===== src/assert_macros.svh =====
// Concurrent assertion helpers; they compile to nothing for synthesis.
`ifndef ASSERT_MACROS_SVH
`define ASSERT_MACROS_SVH

`ifndef SYNTHESIS
`define DEQ_ASSERT(label, clk, rst_n, prop) \
    label: assert property (@(posedge clk) disable iff (!rst_n) prop) \
        else $error("deque assertion failed");
`define DEQ_ASSERT_NR(label, clk, prop) \
    label: assert property (@(posedge clk) prop) \
        else $error("deque assertion failed");
`else
`define DEQ_ASSERT(label, clk, rst_n, prop)
`define DEQ_ASSERT_NR(label, clk, prop)
`endif

`endif


===== src/deq_pkg.sv =====
package deq_pkg;

    localparam int DEQ_DEPTH = 16;
    localparam int DATA_W    = 32;
    localparam int REQ_W     = 3;
    localparam int STATUS_W  = 2;

    typedef enum logic [REQ_W-1:0] {
        REQ_PUSH_FRONT = 3'd0,
        REQ_PUSH_BACK  = 3'd1,
        REQ_POP_FRONT  = 3'd2,
        REQ_POP_BACK   = 3'd3,
        REQ_PEEK_FRONT = 3'd4,
        REQ_PEEK_BACK  = 3'd5
    } t_req;

    typedef enum logic [STATUS_W-1:0] {
        ST_OK    = 2'd0,
        ST_EMPTY = 2'd1,
        ST_FULL  = 2'd2
    } t_status;

    typedef enum logic [1:0] {
        S_IDLE,
        S_EXEC,
        S_LOAD
    } t_state;

    typedef struct packed {
        logic take_req;
        logic exec;
        logic load_out;
    } t_dp_cmd;

    typedef struct packed {
        logic out_free;
    } t_dp_sts;

endpackage


===== src/deq_if.sv =====
interface deq_req_if;
    import deq_pkg::*;

    logic                     valid;
    logic                     ready;
    logic        [REQ_W-1:0]  req_type;
    logic signed [DATA_W-1:0] push_value;

    modport source (output valid, output req_type, output push_value, input ready);
    modport sink   (input valid, input req_type, input push_value, output ready);
endinterface

interface deq_rsp_if;
    import deq_pkg::*;

    logic                       valid;
    logic                       ready;
    logic signed [DATA_W-1:0]   read_value;
    logic        [STATUS_W-1:0] status;

    modport source (output valid, output read_value, output status, input ready);
    modport sink   (input valid, input read_value, input status, output ready);
endinterface


===== src/deq_datapath.sv =====
module deq_datapath #(
    parameter int DEPTH = deq_pkg::DEQ_DEPTH
) (
    input  logic                                i_clk,
    input  logic                                i_rst_n,
    input  deq_pkg::t_dp_cmd                    i_cmd,
    output deq_pkg::t_dp_sts                    o_sts,
    input  logic        [deq_pkg::REQ_W-1:0]    i_req_type,
    input  logic signed [deq_pkg::DATA_W-1:0]   i_push_value,
    output logic                                o_out_valid,
    input  logic                                i_out_ready,
    output logic signed [deq_pkg::DATA_W-1:0]   o_read_value,
    output logic        [deq_pkg::STATUS_W-1:0] o_status
);
    import deq_pkg::*;

    localparam int AW = (DEPTH > 1) ? $clog2(DEPTH) : 1;
    localparam int CW = $clog2(DEPTH + 1);

    logic [DATA_W-1:0] mem [DEPTH];

    t_req              r_req;
    logic [DATA_W-1:0] r_val;
    logic [AW-1:0]     r_front, n_front;
    logic [AW-1:0]     r_back, n_back;
    logic [CW-1:0]     r_occ, n_occ;
    logic              r_rd_ok, n_rd_ok;
    t_status           r_stat, n_stat;
    logic [DATA_W-1:0] r_mem_q;
    logic              r_out_valid;
    logic [DATA_W-1:0] r_out_value;
    t_status           r_out_status;

    logic [AW-1:0] w_addr;
    logic          w_we;
    logic          w_re;
    logic          w_full;
    logic          w_empty;
    logic [AW-1:0] w_front_inc, w_front_dec, w_back_inc, w_back_dec;

    assign w_full  = (r_occ == CW'(DEPTH));
    assign w_empty = (r_occ == '0);

    assign w_front_inc = (r_front == AW'(DEPTH - 1)) ? '0 : r_front + 1'b1;
    assign w_front_dec = (r_front == '0) ? AW'(DEPTH - 1) : r_front - 1'b1;
    assign w_back_inc  = (r_back == AW'(DEPTH - 1)) ? '0 : r_back + 1'b1;
    assign w_back_dec  = (r_back == '0) ? AW'(DEPTH - 1) : r_back - 1'b1;

    always_comb begin
        n_front = r_front;
        n_back  = r_back;
        n_occ   = r_occ;
        n_stat  = ST_OK;
        n_rd_ok = 1'b0;
        w_addr  = r_front;
        w_we    = 1'b0;
        w_re    = 1'b0;
        unique case (r_req)
            REQ_PUSH_FRONT: begin
                w_addr = w_front_dec;
                if (w_full) begin
                    n_stat = ST_FULL;
                end else begin
                    w_we    = 1'b1;
                    n_front = w_front_dec;
                    n_occ   = r_occ + 1'b1;
                end
            end
            REQ_PUSH_BACK: begin
                w_addr = r_back;
                if (w_full) begin
                    n_stat = ST_FULL;
                end else begin
                    w_we   = 1'b1;
                    n_back = w_back_inc;
                    n_occ  = r_occ + 1'b1;
                end
            end
            REQ_POP_FRONT: begin
                w_addr = r_front;
                if (w_empty) begin
                    n_stat = ST_EMPTY;
                end else begin
                    w_re    = 1'b1;
                    n_rd_ok = 1'b1;
                    n_front = w_front_inc;
                    n_occ   = r_occ - 1'b1;
                end
            end
            REQ_POP_BACK: begin
                w_addr = w_back_dec;
                if (w_empty) begin
                    n_stat = ST_EMPTY;
                end else begin
                    w_re    = 1'b1;
                    n_rd_ok = 1'b1;
                    n_back  = w_back_dec;
                    n_occ   = r_occ - 1'b1;
                end
            end
            REQ_PEEK_FRONT: begin
                w_addr = r_front;
                if (w_empty) begin
                    n_stat = ST_EMPTY;
                end else begin
                    w_re    = 1'b1;
                    n_rd_ok = 1'b1;
                end
            end
            REQ_PEEK_BACK: begin
                w_addr = w_back_dec;
                if (w_empty) begin
                    n_stat = ST_EMPTY;
                end else begin
                    w_re    = 1'b1;
                    n_rd_ok = 1'b1;
                end
            end
            default: begin
                n_stat = ST_OK;
            end
        endcase
    end

    always_ff @(posedge i_clk) begin
        if (i_cmd.exec && w_we) begin
            mem[w_addr] <= r_val;
        end
        if (i_cmd.exec && w_re) begin
            r_mem_q <= mem[w_addr];
        end
    end

    always_ff @(posedge i_clk) begin
        if (!i_rst_n) begin
            r_front     <= '0;
            r_back      <= '0;
            r_occ       <= '0;
            r_out_valid <= 1'b0;
        end else begin
            if (i_cmd.exec) begin
                r_front <= n_front;
                r_back  <= n_back;
                r_occ   <= n_occ;
            end
            if (i_cmd.load_out) begin
                r_out_valid <= 1'b1;
            end else if (i_out_ready) begin
                r_out_valid <= 1'b0;
            end
        end
    end

    always_ff @(posedge i_clk) begin
        if (i_cmd.take_req) begin
            r_req <= t_req'(i_req_type);
            r_val <= i_push_value;
        end
        if (i_cmd.exec) begin
            r_rd_ok <= n_rd_ok;
            r_stat  <= n_stat;
        end
        if (i_cmd.load_out) begin
            // zero unless a pop or peek found something
            r_out_value  <= r_rd_ok ? r_mem_q : '0;
            r_out_status <= r_stat;
        end
    end

    assign o_sts.out_free = !r_out_valid || i_out_ready;
    assign o_out_valid    = r_out_valid;
    assign o_read_value   = r_out_value;
    assign o_status       = r_out_status;

endmodule


===== src/deq_ctrl.sv =====
module deq_ctrl (
    input  logic             i_clk,
    input  logic             i_rst_n,
    input  logic             i_in_valid,
    output logic             o_in_ready,
    output deq_pkg::t_dp_cmd o_cmd,
    input  deq_pkg::t_dp_sts i_sts
);
    import deq_pkg::*;

    t_state r_state, n_state;

    always_ff @(posedge i_clk) begin
        if (!i_rst_n) begin
            r_state <= S_IDLE;
        end else begin
            r_state <= n_state;
        end
    end

    always_comb begin
        n_state        = r_state;
        o_in_ready     = 1'b0;
        o_cmd.take_req = 1'b0;
        o_cmd.exec     = 1'b0;
        o_cmd.load_out = 1'b0;
        unique case (r_state)
            S_IDLE: begin
                o_in_ready = 1'b1;
                if (i_in_valid) begin
                    o_cmd.take_req = 1'b1;
                    n_state        = S_EXEC;
                end
            end
            S_EXEC: begin
                o_cmd.exec = 1'b1;
                n_state    = S_LOAD;
            end
            S_LOAD: begin
                // hold until the output register frees up
                if (i_sts.out_free) begin
                    o_cmd.load_out = 1'b1;
                    n_state        = S_IDLE;
                end
            end
            default: begin
                n_state = S_IDLE;
            end
        endcase
    end

endmodule


===== src/double_ended_queue.sv =====
// A result word passes through the request register, the memory's registered read
//   port and the output register; it waits in S_LOAD while the output is not taken.
// Requests are taken only in S_IDLE, so the block holds one request at a time.
// Reset (synchronous, active low) empties the queue and drops any pending result;
//   the storage itself is not cleared.
`include "assert_macros.svh"

module double_ended_queue #(
    parameter int DEPTH = deq_pkg::DEQ_DEPTH
) (
    input  logic      i_clk,
    input  logic      i_rst_n,
    deq_req_if.sink   i_req,
    deq_rsp_if.source o_rsp
);
    import deq_pkg::*;

    t_dp_cmd w_cmd;
    t_dp_sts w_sts;
    logic    w_in_ready;

    assign i_req.ready = w_in_ready;

    deq_ctrl u_ctrl (
        .i_clk      (i_clk),
        .i_rst_n    (i_rst_n),
        .i_in_valid (i_req.valid),
        .o_in_ready (w_in_ready),
        .o_cmd      (w_cmd),
        .i_sts      (w_sts)
    );

    deq_datapath #(
        .DEPTH (DEPTH)
    ) u_dp (
        .i_clk        (i_clk),
        .i_rst_n      (i_rst_n),
        .i_cmd        (w_cmd),
        .o_sts        (w_sts),
        .i_req_type   (i_req.req_type),
        .i_push_value (i_req.push_value),
        .o_out_valid  (o_rsp.valid),
        .i_out_ready  (o_rsp.ready),
        .o_read_value (o_rsp.read_value),
        .o_status     (o_rsp.status)
    );

    `DEQ_ASSERT(a_one_in_flight, i_clk, i_rst_n, (i_req.valid && w_in_ready) |=> !w_in_ready)
    `DEQ_ASSERT(a_load_when_free, i_clk, i_rst_n, w_cmd.load_out |-> w_sts.out_free)
    `DEQ_ASSERT(a_exec_follows_take, i_clk, i_rst_n, w_cmd.take_req |=> w_cmd.exec)
    `DEQ_ASSERT_NR(a_reset_clears_out, i_clk, !i_rst_n |=> !o_rsp.valid)

endmodule


===== src/flat_wrapper.sv =====
// flat-port wrapper written by rule: the top's interface ports become plain ports
module double_ended_queue_flat import deq_pkg::*;
#(
    parameter int DEPTH = deq_pkg::DEQ_DEPTH
)
  (i_clk, i_rst_n, i_req_valid, i_req_req_type, i_req_push_value, i_req_ready, o_rsp_valid, o_rsp_read_value, o_rsp_status, o_rsp_ready);
  deq_req_if i_req_i ();
  deq_rsp_if o_rsp_i ();
  input  logic i_clk;
  input  logic i_rst_n;
  input wire logic [$bits(i_req_i.valid)-1:0] i_req_valid;
  input wire logic [$bits(i_req_i.req_type)-1:0] i_req_req_type;
  input wire logic [$bits(i_req_i.push_value)-1:0] i_req_push_value;
  output wire logic [$bits(i_req_i.ready)-1:0] i_req_ready;
  output wire logic [$bits(o_rsp_i.valid)-1:0] o_rsp_valid;
  output wire logic [$bits(o_rsp_i.read_value)-1:0] o_rsp_read_value;
  output wire logic [$bits(o_rsp_i.status)-1:0] o_rsp_status;
  input wire logic [$bits(o_rsp_i.ready)-1:0] o_rsp_ready;
  assign i_req_i.valid = i_req_valid;
  assign i_req_i.req_type = i_req_req_type;
  assign i_req_i.push_value = i_req_push_value;
  assign i_req_ready = i_req_i.ready;
  assign o_rsp_valid = o_rsp_i.valid;
  assign o_rsp_read_value = o_rsp_i.read_value;
  assign o_rsp_status = o_rsp_i.status;
  assign o_rsp_i.ready = o_rsp_ready;
  double_ended_queue #(.DEPTH(DEPTH)) u_core (.i_clk(i_clk), .i_rst_n(i_rst_n), .i_req(i_req_i), .o_rsp(o_rsp_i));
endmodule

===== config.mk =====
export PLATFORM = sky130hd
export DESIGN_NAME = double_ended_queue_flat
export DESIGN_NICKNAME = d
export VERILOG_FILES = /design/src/deq_pkg.sv /design/src/deq_if.sv /design/src/deq_datapath.sv /design/src/deq_ctrl.sv /design/src/double_ended_queue.sv /design/src/flat_wrapper.sv
export VERILOG_INCLUDE_DIRS = /design/src /design/src/src
export SDC_FILE = /design/constraint.sdc
export NUM_CORES = 1
export LEC_CHECK = 0
export ABC_AREA = 1
export BUFFER_PORTS_ARGS = -buffer_cell sky130_fd_sc_hd__buf_2
export CORE_UTILIZATION = 50
export CTS_BUF_LIST = sky130_fd_sc_hd__clkbuf_4 sky130_fd_sc_hd__clkbuf_8
export DETAILED_ROUTE_END_ITERATION = 8
export GPL_ROUTABILITY_DRIVEN = 0
export GPL_TIMING_DRIVEN = 0
export PLACE_DENSITY = 0.66
export SETUP_SLACK_MARGIN = 0.05
export SYNTH_ARGS = -nofsm -noshare
export SYNTH_HDL_FRONTEND = slang
export SYNTH_HIERARCHICAL = 1
export SYNTH_SLANG_ARGS = --single-unit

===== constraint.sdc =====
create_clock -name i_clk -period 3.9 [get_ports i_clk]
set_input_delay 0.39 -clock i_clk [delete_from_list [all_inputs] [get_ports i_clk]]
set_output_delay 0.39 -clock i_clk [all_outputs]
set_load 0.01 [all_outputs]

==> results of run 1 <==
==> critical path, cell delays in order, from the launching register on <==
cell	delay [ps]
edfxtp_1	460
inv_2	180
nand3_4	130
nand3_1	150
inv_2	90
a21oi_2	480
buf_2	430
buf_2	400
nand3_1	420
nor2_4	330
buf_12	210
==> layout make-up <==
class,count,share of cell area
tap,688,0.0275
clock buffer,135,0.0534
antenna,1,0.0000799
sequential,632,0.601
inverter,144,0.0173
clock inverter,58,0.0151
timing repair buffer,157,0.0515
buffer,128,0.0207
multi-input combinational,1579,0.213
==> registers in the layout, summed over array words and instances, names as in the netlist, 2 cells and up <==
name / flops
u_core/u_dp/o_read_value: 32
u_core/u_dp/r_back: 4
u_core/u_dp/r_occ: 5
u_core/u_dp/r_stat: 2
u_core/u_dp/o_status: 2
u_core/u_dp/r_req: 3
u_core/u_dp/mem: 512
u_core/u_dp/r_front: 4
u_core/u_dp/r_val: 32
u_core/u_ctrl/r_state: 2
u_core/u_dp/r_mem_q: 32
==> power by group through the flow <==
stage / Combinational [mW] / Clock, mW / Sequential, mW
2_1_floorplan: 1.13 / 0 / 7.77
3_3_place_gp: 1.70 / 0 / 7.81
3_5_place_dp: 1.77 / 0 / 7.82
4_1_cts: 1.81 / 6.08 / 7.68
5_1_grt: 2.02 / 6.38 / 7.68
6_report: 1.83 / 6.00 / 7.68
==> worst max path at each step <==
stage	end	slack (ps)	cells past startpoint	start
6_report	u_core/u_dp/mem[9][7]	280	10	u_core/u_dp/r_req[2]
4_1_cts	u_core/u_dp/mem[4][26]	50	10	u_core/u_dp/r_req[2]
3_5_place_dp	u_core/u_dp/mem[8][14]	-130	10	u_core/u_dp/r_req[2]
2_1_floorplan	u_core/u_dp/mem[0][0]	460	11	u_core/u_dp/r_front[0]
5_1_grt	u_core/u_dp/mem[8][6]	140	11	u_core/u_dp/r_back[0]
3_3_place_gp	u_core/u_dp/o_read_value[15]	-2290	5	o_rsp_ready
==> cells by family after synthesis <==
family	share of synthesized area
xor+xnor	0.00231
compound gates	0.00938
buf+inv	0.0448
simple gates	0.230
fa+ha+maj	0.00405
flops	0.709
==> placed cells by master, fill, tap and decap left out, types with 2 or more instances in the layout <==
master         count
edfxtp_1         616
dlygate4sd3_1     38
o21ai_0           19
buf_2            181
buf_4             14
inv_2             11
ha_1               7
buf_1              2
dfxtp_1           16
clkinv_1          31
nor3_2             2
clkbuf_8         105
nor2_4            18
nand4_1            3
nor2_2             3
nand3_1          273
a21oi_2            4
clkbuf_1          12
clkinv_2          12
inv_1            133
xor2_1             6
buf_6              5
o211ai_1           4
nand2_4            2
buf_12            18
nor2_1            16
a21oi_1           15
clkbuf_4          30
buf_16            14
bufinv_16          8
nor3_1             2
clkinvlp_4         6
nand2_1         1197
nand3_2            2
==> layer usage <==
metal	track usage	routed length, um
met5	0	0
met4	0.117	2370
met3	0.0547	6380
met2	0.432	34000
met1	0.342	27800
==> metrics by stage <==
step | setup TNS, ps | area, sq um
2_1_floorplan | 0 | 26500
3_3_place_gp | -854210 | 27800
3_5_place_dp | -3650 | 28400
4_1_cts | 0 | 31100
5_1_grt | 0 | 31300
6_report | 0 | 31300
==> repair_timing <==
item                                    in CTS  in global routing
endpoints found under the setup margin     142                185
endpoints found under the hold margin       40                  0
buffers inserted                             8                 15
hold buffers                                38                  0
cloned                                       0                  0
pin swaps                                    8                  8
==> metrics.txt, run 1 <==
status=complete, no violations; core area=0.0526 sq mm; Yosys top cell by area=edfxtp_1; root buf cell=clkbuf_8; Async SR Flop Fraction=0; fin util=0.596; NetSw=4.09 mW; startpoint types=register; switch share=0.264; first-pass GRT wire length=106000 um; maximum VDD drop=0.245 mV; vias per inst=5.33; Critical Path AT=4010 ps; synth cell count leaders=1197 x nand2_1, 616 x edfxtp_1, 273 x nand3_1, 133 x inv_1, 107 x buf_2; Die ar.=0.0540 sq mm; Non-Filler Instances=3522; drt pass-1 iters=6; HP Start=i_req_push_value[2]; # resized after CTS=0; area of the multi-input gates=0.00667 sq mm; final worst-path cycle share=0.929; Port Buffer Count=74; Sequential Power Share=0.495; Detailed Route Iter0 Violations=2081; Reg2Reg Launch Point=u_core/u_dp/r_req[2]; unrepaired setup endpoints after global routing=false; Max Fclk=276 MHz; Cell Rows=84; yosys synthesis warning count=6; max_slew headroom=0.421; area share of the leading cell type in the synthesized netlist=0.697; Routed WL=70500 um; vias=18800; Die Width=232 um; dpl cells=3267; Setup Skew=26.8 ps; pins over their slew limit=0; Post-Synthesis Net Count=2530; area delta synth->final=17.9%; P_int=11.4 mW; sink of the worst hold path=u_core/u_dp/r_val[2]; largest net degree at the start of global routing=21; FILL cells=4252; fin crit period=3620 ps; number of CTS-inserted buffers=105; # IOs=75; Clk pwr share=0.387; reg2reg end=u_core/u_dp/mem[9][7]; CTS tree=built; leak pwr=13.1 nW; Max clock buf depth=3; CP max FO=16; Total GRT Usage=0.265; register area share after synthesis=0.709; Yosys reg bits=632; antenna violations before repair=1; Yosys cell types=30; Clock Pin Slew Worst Setup and Hold Paths=60 ps; Design Power=15.5 mW; Synth Instances=2483; max_cap viols=0; top-count cell post-synth=nand2_1; Clock Sinks=632; Worst Setup End Kind=register; H-tree depth=3; Die Span Y=232 um; FF+latch area=0.0188 sq mm; Residual DRC=0; Syn Area/Cell=10.7 sq um; Worst Setup Path Type=reg -> reg; Clk Latency, worst-skew pair=720 ps; vias in the first global route=18300; top_reg_cell synth=edfxtp_1; Worst Tran Pin Value=869 ps; final setup violation count=0; dpl hpwl=46300 um; final hold viol count=0; HP Class=in -> reg; Netlist Area Pre-Place=0.0265 sq mm; Worst Reg-to-Reg Cells=10; pre-CTS setup slack=-127 ps; share of layout cells above drive strength 1=0.155; synth top area cells=edfxtp_1 70%, nand2_1 17%, nand3_1 5.1%, buf_2 2.0%, inv_1 1.9%; ANT nets after route=0; Min-Delay Path Depth=2; Critical Path RT=4290 ps; Power per Cell Area=495 mW/mm^2; Logic pwr share=0.118; final-stage net count=2794; worst hold slack=396 ps; Initial Util=0.505; total global routing overflow=0; Final WS setup=277 ps; DR WL/cell=20.0 um; Post-synth EDFFs=616; r2r setup slk=280 ps
Note: power is estimated with default switching activity, not from simulation.
==> run 2, diff against run 1 <==
--- a/config.mk
+++ b/config.mk
@@ -8,12 +8,14 @@
 export LEC_CHECK = 0
 export ABC_AREA = 1
 export BUFFER_PORTS_ARGS = -buffer_cell sky130_fd_sc_hd__buf_2
-export CORE_UTILIZATION = 50
+export CELL_PAD_IN_SITES_DETAIL_PLACEMENT = 1
+export CELL_PAD_IN_SITES_GLOBAL_PLACEMENT = 1
+export CORE_UTILIZATION = 47
 export CTS_BUF_LIST = sky130_fd_sc_hd__clkbuf_4 sky130_fd_sc_hd__clkbuf_8
 export DETAILED_ROUTE_END_ITERATION = 8
 export GPL_ROUTABILITY_DRIVEN = 0
 export GPL_TIMING_DRIVEN = 0
-export PLACE_DENSITY = 0.66
+export PLACE_DENSITY_LB_ADDON = 0.1
 export SETUP_SLACK_MARGIN = 0.05
 export SYNTH_ARGS = -nofsm -noshare
 export SYNTH_HDL_FRONTEND = slang
==> constraint.sdc (replaced) <==
create_clock -name i_clk -period 3.2 [get_ports i_clk]
set_input_delay 0.32 -clock i_clk [delete_from_list [all_inputs] [get_ports i_clk]]
set_output_delay 0.32 -clock i_clk [all_outputs]
set_load 0.01 [all_outputs]
==> run 2 against run 1 <==
  * Maximum frequency is 18% higher
  * Global-route usage is 2.3 points higher
  * Utilization is 3.1 points lower
  * Largest power group unchanged
  * Register-to-register slack worse by 140 ps
  * Critical path depth stayed put
==> metrics.txt, run 2 (synthesized netlist as in run 1, its figures left out) <==
drt pass-1 iters=5 (was 6); final worst-path cycle share=0.958 (was 0.929); Clock Pin Slew Worst Setup and Hold Paths=60 ps (about the same); Critical Path AT=3470 ps (was 4010 ps); Initial Util=0.479 (was 0.505); Die Span Y=240 um (was 232 um); final hold viol count=0 (unchanged); Top reg by flops=u_core/u_dp/mem (unchanged); placed cell areas=0.0285 sq mm (was 0.0284 sq mm); share of layout cells above drive strength 1=0.153 (was 0.155); largest net degree at the start of global routing=23 (was 21); Logic pwr share=0.127 (was 0.118); final-stage net count=2792 (was 2794); Clk pwr share=0.371 (was 0.387); area delta synth->final=17.9% (about the same); max_cap viols=0 (unchanged); status=complete, no violations (unchanged); Critical Path RT=3600 ps (was 4290 ps); final setup violation count=0 (unchanged); NetSw=5.08 mW (was 4.09 mW); pins over their slew limit=0 (unchanged); dpl hpwl=53800 um (was 46300 um); CTS tree=built (unchanged); vias in the first global route=19900 (was 18300); ANT nets after route=0 (unchanged); Max clock buf depth=3 (unchanged); dpl cells=3325 (was 3267); Total GRT Usage=0.288 (was 0.265); P_int=13.6 mW (was 11.4 mW); Worst path max stage delay=440 ps (was 480 ps); Design Power=18.6 mW (was 15.5 mW); # IOs=75 (unchanged); Final WS setup=135 ps (was 277 ps); Max Fclk=326 MHz (was 276 MHz); startpoint types=register (unchanged); pre-CTS setup slack=-812 ps (was -127 ps); Routed WL=80800 um (was 70500 um); Setup Skew=24.3 ps (was 26.8 ps); maximum VDD drop=0.348 mV (was 0.245 mV); Worst Setup Path Type=reg -> reg (unchanged); leak pwr=13.1 nW (about the same); fin util=0.565 (was 0.596); fin crit period=3060 ps (was 3620 ps); antenna violations before repair=1 (unchanged); Worst Tran Pin Value=971 ps (was 869 ps); vias per inst=5.34 (was 5.33); Port Buffer Count=74 (unchanged); Non-Filler Instances=3576 (was 3522); vias=19100 (was 18800); total global routing overflow=0 (unchanged); number of CTS-inserted buffers=106 (was 105); Detailed Route Iter0 Violations=1575 (was 2081); Clk Latency, worst-skew pair=720 ps (about the same); Sequential Power Share=0.503 (was 0.495); CP max FO=18 (was 16); max_slew headroom=0.353 (was 0.421); first-pass GRT wire length=120000 um (was 106000 um); CP cell instances=inv_1 > ha_1 > o211ai_1 > a21oi_4 > inv_2 > clkbuf_4 > buf_4 > nand3_2 > nor2_4 > buf_12 (was inv_2 > nand3_4 > nand3_1 > inv_2 > a21oi_2 > buf_2 > buf_2 > nand3_1 > nor2_4 > buf_12); root buf cell=clkbuf_8 (unchanged); H-tree depth=3 (unchanged); commonest cells after routing, fill and taps aside=1197 x nand2_1, 616 x edfxtp_1, 269 x nand3_1 (was 1197 x nand2_1, 616 x edfxtp_1, 273 x nand3_1); HP Class=in -> reg (unchanged); Largest register FFs=512 (unchanged); Power per Cell Area=595 mW/mm^2 (was 495 mW/mm^2); worst hold slack=314 ps (was 396 ps); unrepaired setup endpoints after global routing=true (was false); Die ar.=0.0574 sq mm (was 0.0540 sq mm); Clock Sinks=632 (unchanged); Worst Setup End Kind=register (unchanged); commonest non-fill, non-tap cell in the layout=nand2_1 (unchanged); core area=0.0554 sq mm (was 0.0526 sq mm); switch share=0.273 (was 0.264); slowest cell on the critical path=dfxtp_1 (was a21oi_2); Die Width=240 um (was 232 um); setup TNS=0 ps (unchanged); FILL cells=6009 (was 4252); DR WL/cell=22.6 um (was 20.0 um); Cell Rows=86 (was 84); post-route cell area=0.0313 sq mm (about the same); Residual DRC=0 (unchanged)
## run 2: cell count changes in the layout (fill, tap and decap cells not counted), sizes merged
cell / change
clkinv: +4
bufinv: -5
dlygate4sd3: +1
clkinvlp: -4
buf: -5
clkbuf: +3
## run 2: path summary, 6_finish.rpt
path                               start                       to  slack (ps)  depth (start not counted)
setup / recovery  u_core/u_dp/r_front[1]  u_core/u_dp/mem[11][16]         140                         10
hold / removal      i_req_push_value[30]    u_core/u_dp/r_val[30]         310                          2
setup reg to reg  u_core/u_dp/r_front[1]  u_core/u_dp/mem[11][16]         140                         10
hold reg to reg    u_core/u_dp/r_stat[0]  u_core/u_dp/o_status[0]         420                          0
## run 2: critical path: cells and delay by family, from the launching register on
kind	cells	cell delay [ps]
buffers and inverters	5	990
and+or+nand+nor	2	500
DFF	1	440
AOI/OAI and AO/OA	2	420
adders and majority gates	1	330
## run 2: power by group through the flow
| stage | Sequential [mW] | Combinational [mW] | Clock (mW) |
|---|---|---|---|
| after global routing | 9.38 | 2.59 | 7.35 |
| after floorplan | 9.47 | 1.38 | 0 |
| after detailed placement | 9.53 | 2.26 | 0 |
| final | 9.37 | 2.36 | 6.91 |
| after global placement | 9.53 | 2.15 | 0 |
| after CTS | 9.36 | 2.32 | 7.05 |
## run 2: layer usage
| metal | GRT usage | wire length (um) |
|---|---|---|
| met1 | 0.366 | 33200 |
| met2 | 0.488 | 40000 |
| met3 | 0.0477 | 4650 |
| met4 | 0.117 | 2970 |
| met5 | 0 | 0 |
## run 2: what timing repair did
action | 4_1_cts | 5_1_grt
hold endpoints to repair | 41 | 0
buffers inserted | 18 | 4
hold buffers | 39 | 0
setup endpoints to repair | 512 | 512
resized for setup | 9 | 13
pin swaps | 16 | 4
## run 2: layout make-up
class	instances	area [sq um]	share of cell area
Tap cell	748	936	0.0299
Sequential cell	632	18800	0.601
Timing Repair Buffer	155	1600	0.0511
Antenna cell	1	2.50	0.0000799
Clock buffer	137	1700	0.0542
Clock inverter	53	305	0.00975
Multi-Input combinational cell	1579	6740	0.215
Buffer	127	664	0.0212
Inverter	144	541	0.0173
==> run 3, diff against run 2 <==
--- a/config.mk
+++ b/config.mk
@@ -10,12 +10,12 @@
 export BUFFER_PORTS_ARGS = -buffer_cell sky130_fd_sc_hd__buf_2
 export CELL_PAD_IN_SITES_DETAIL_PLACEMENT = 1
 export CELL_PAD_IN_SITES_GLOBAL_PLACEMENT = 1
-export CORE_UTILIZATION = 47
-export CTS_BUF_LIST = sky130_fd_sc_hd__clkbuf_4 sky130_fd_sc_hd__clkbuf_8
+export CORE_UTILIZATION = 45
 export DETAILED_ROUTE_END_ITERATION = 8
 export GPL_ROUTABILITY_DRIVEN = 0
 export GPL_TIMING_DRIVEN = 0
 export PLACE_DENSITY_LB_ADDON = 0.1
+export REMOVE_ABC_BUFFERS = 1
 export SETUP_SLACK_MARGIN = 0.05
 export SYNTH_ARGS = -nofsm -noshare
 export SYNTH_HDL_FRONTEND = slang
==> run 3 against run 2 <==
  * Final cell count down 2.5%
  * Sequential cell count unchanged
  * Non-clock buffer count shrank 50
  * Maximum frequency down 0.52%
  * Largest power group unchanged
  * Largest cell class unchanged
  * Die area is 4.4% higher
  * Register-to-register slack got worse by 20 ps
  * Worst setup slack got worse by 16 ps
  * Utilization shrank 0.69 points
  * Via count is 0.13% higher
  * Clock-buffer cell count is 43 lower
  * Critical path type unchanged
  * Sequential power is essentially flat
==> metrics.txt, run 3 (synthesized netlist as in run 1, its figures left out) <==
unrepaired setup endpoints after global routing=false (was true); Non-Filler Instances=3487 (was 3576); max_slew headroom=0.395 (was 0.353); Cell Rows=88 (was 86); DR WL/cell=24.0 um (was 22.6 um); setup TNS=0 ps (unchanged); leak pwr=13.4 nW (was 13.1 nW); Residual DRC=0 (unchanged); fin util=0.558 (was 0.565); Total GRT Usage=0.282 (was 0.288); Reg2Reg Launch Point=u_core/u_dp/r_req[1] (was u_core/u_dp/r_front[1]); Die ar.=0.0600 sq mm (was 0.0574 sq mm); Clock Sinks=632 (unchanged); commonest non-fill, non-tap cell in the layout=nand2_1 (unchanged); Port Buffer Count=74 (unchanged); pre-CTS setup slack=-2210 ps (was -812 ps); Initial Util=0.457 (was 0.479); final hold viol count=0 (unchanged); Power per Cell Area=619 mW/mm^2 (was 595 mW/mm^2); max_cap viols=0 (unchanged); Die Span Y=245 um (was 240 um); share of layout cells above drive strength 1=0.134 (was 0.153); post-route cell area=0.0324 sq mm (was 0.0313 sq mm); ANT nets after route=0 (unchanged); status=complete, no violations (unchanged); placed cell areas=0.0285 sq mm (about the same); FILL cells=6026 (was 6009); Worst Setup SP=u_core/u_dp/r_req[1] (was u_core/u_dp/r_front[1]); first-pass GRT wire length=124000 um (was 120000 um); CTS tree=built (unchanged); Worst Setup Path Type=reg -> reg (unchanged); number of CTS-inserted buffers=71 (was 106); HP Start=i_req_valid (was i_req_push_value[30]); dpl cells=3240 (was 3325); Clock Pin Slew Worst Setup and Hold Paths=50 ps (was 60 ps); Max clock buf depth=3 (unchanged); drt pass-1 iters=5 (unchanged); commonest cells after routing, fill and taps aside=1196 x nand2_1, 616 x edfxtp_1, 268 x nand3_1 (was 1197 x nand2_1, 616 x edfxtp_1, 269 x nand3_1); CP cell instances=inv_2 > nand3_1 > nand3_2 > clkinv_4 > nand2_8 > buf_16 > nand2_8 > buf_16 > buf_16 > inv_2 > nand3_4 > nor2_4 > buf_16 > buf_16 (was inv_1 > ha_1 > o211ai_1 > a21oi_4 > inv_2 > clkbuf_4 > buf_4 > nand3_2 > nor2_4 > buf_12); pins over their slew limit=0 (unchanged); Setup Skew=22.1 ps (was 24.3 ps); root buf cell=clkbuf_16 (was clkbuf_8); total global routing overflow=0 (unchanged); dpl hpwl=42200 um (was 53800 um); Max Fclk=325 MHz (was 326 MHz); Top reg by flops=u_core/u_dp/mem (unchanged); slowest cell on the critical path=edfxtp_1 (was dfxtp_1); vias=19100 (about the same); final worst-path cycle share=0.963 (was 0.958); CP max FO=25 (was 18); Worst Setup End Kind=register (unchanged); core area=0.0580 sq mm (was 0.0554 sq mm); Final WS setup=119 ps (was 135 ps); Worst path max stage delay=450 ps (was 440 ps); Worst Tran Pin Value=907 ps (was 971 ps); H-tree depth=3 (unchanged); startpoint types=register (unchanged); area delta synth->final=22.0% (was 17.9%); largest net degree at the start of global routing=120 (was 23); final-stage net count=2716 (was 2792); maximum VDD drop=0.495 mV (was 0.348 mV); vias per inst=5.48 (was 5.34); HP Class=in -> reg (unchanged); antenna violations before repair=1 (unchanged); Largest register FFs=512 (unchanged); fin crit period=3080 ps (was 3060 ps); vias in the first global route=20000 (was 19900); most frequent CP cell=buf_16; Die Width=245 um (was 240 um); # IOs=75 (unchanged); Critical Path AT=3380 ps (was 3470 ps); Detailed Route Iter0 Violations=1345 (was 1575); Critical Path RT=3500 ps (was 3600 ps); Clk Latency, worst-skew pair=610 ps (was 720 ps); Routed WL=83600 um (was 80800 um); final setup violation count=0 (unchanged)
run 3: cell types whose count changed in the layout (fill, tap and decap cells not counted), moves of 11 or more:
cell       previous run  this run
bufbuf_16             0        11
buf_16               12        26
buf_2               173        74
buf_4                17        54
clkbuf_4             31         0
clkbuf_16             0        76
clkbuf_8            107         3
clkinv_1             35        11
run 3: worst max-delay path: cells and delay by family (launching register included):
| family | cells | cell delay [ps] |
|---|---|---|
| buf+inv | 8 | 1310 |
| simple gates | 6 | 900 |
| flops | 1 | 450 |
run 3: power breakdown:
part	switching, mW	internal, mW
clock network	3.31	4.88
logic	1.67	0.835
registers	0.131	9.21
run 3: routing by layer:
metal	vias up	wire [um]	global-route usage
met4	0	3060	0.118
met1	9722	34100	0.358
li1	8636	-	-
met2	575	41900	0.486
met5	-	0	0
met3	173	4470	0.0393
run 3: final cells by class:
cell class / instances / area, sq um / area share
Inverter: 144 / 569 / 0.0176
Multi-Input combinational cell: 1588 / 6900 / 0.213
Sequential cell: 632 / 18800 / 0.581
Clock inverter: 31 / 319 / 0.00985
Antenna cell: 1 / 2.50 / 0.0000773
Tap cell: 765 / 957 / 0.0296
Timing Repair Buffer: 232 / 2810 / 0.0866
Clock buffer: 94 / 2000 / 0.0618
run 3: what timing repair did:
item / CTS / global route
pin swaps: 27 / 3
cloned: 21 / 0
buffers inserted: 56 / 9
endpoints found under the setup margin: 540 / 481
hold buffers: 35 / 0
gates resized for setup: 18 / 10
hold endpoints to repair: 35 / 0
run 3: path summary, 6_finish.rpt:
| check | to | slack, ps | cells past startpoint |
|---|---|---|---|
| worst max-delay path | u_core/u_dp/mem[9][17] | 120 | 14 |
| worst min-delay path | u_core/u_ctrl/r_state[0] | 60 | 3 |
| worst min register to register | u_core/u_dp/o_status[1] | 420 | 0 |
| worst max register to register | u_core/u_dp/mem[9][17] | 120 | 14 |
run 3: metrics by stage:
stage	power, mW	hold slack [ps]
5_1_grt	20.7	73.6
2_1_floorplan	10.8	400
4_1_cts	20.1	35.5
3_5_place_dp	11.6	411
3_3_place_gp	11.5	410
6_report	20.0	55.9
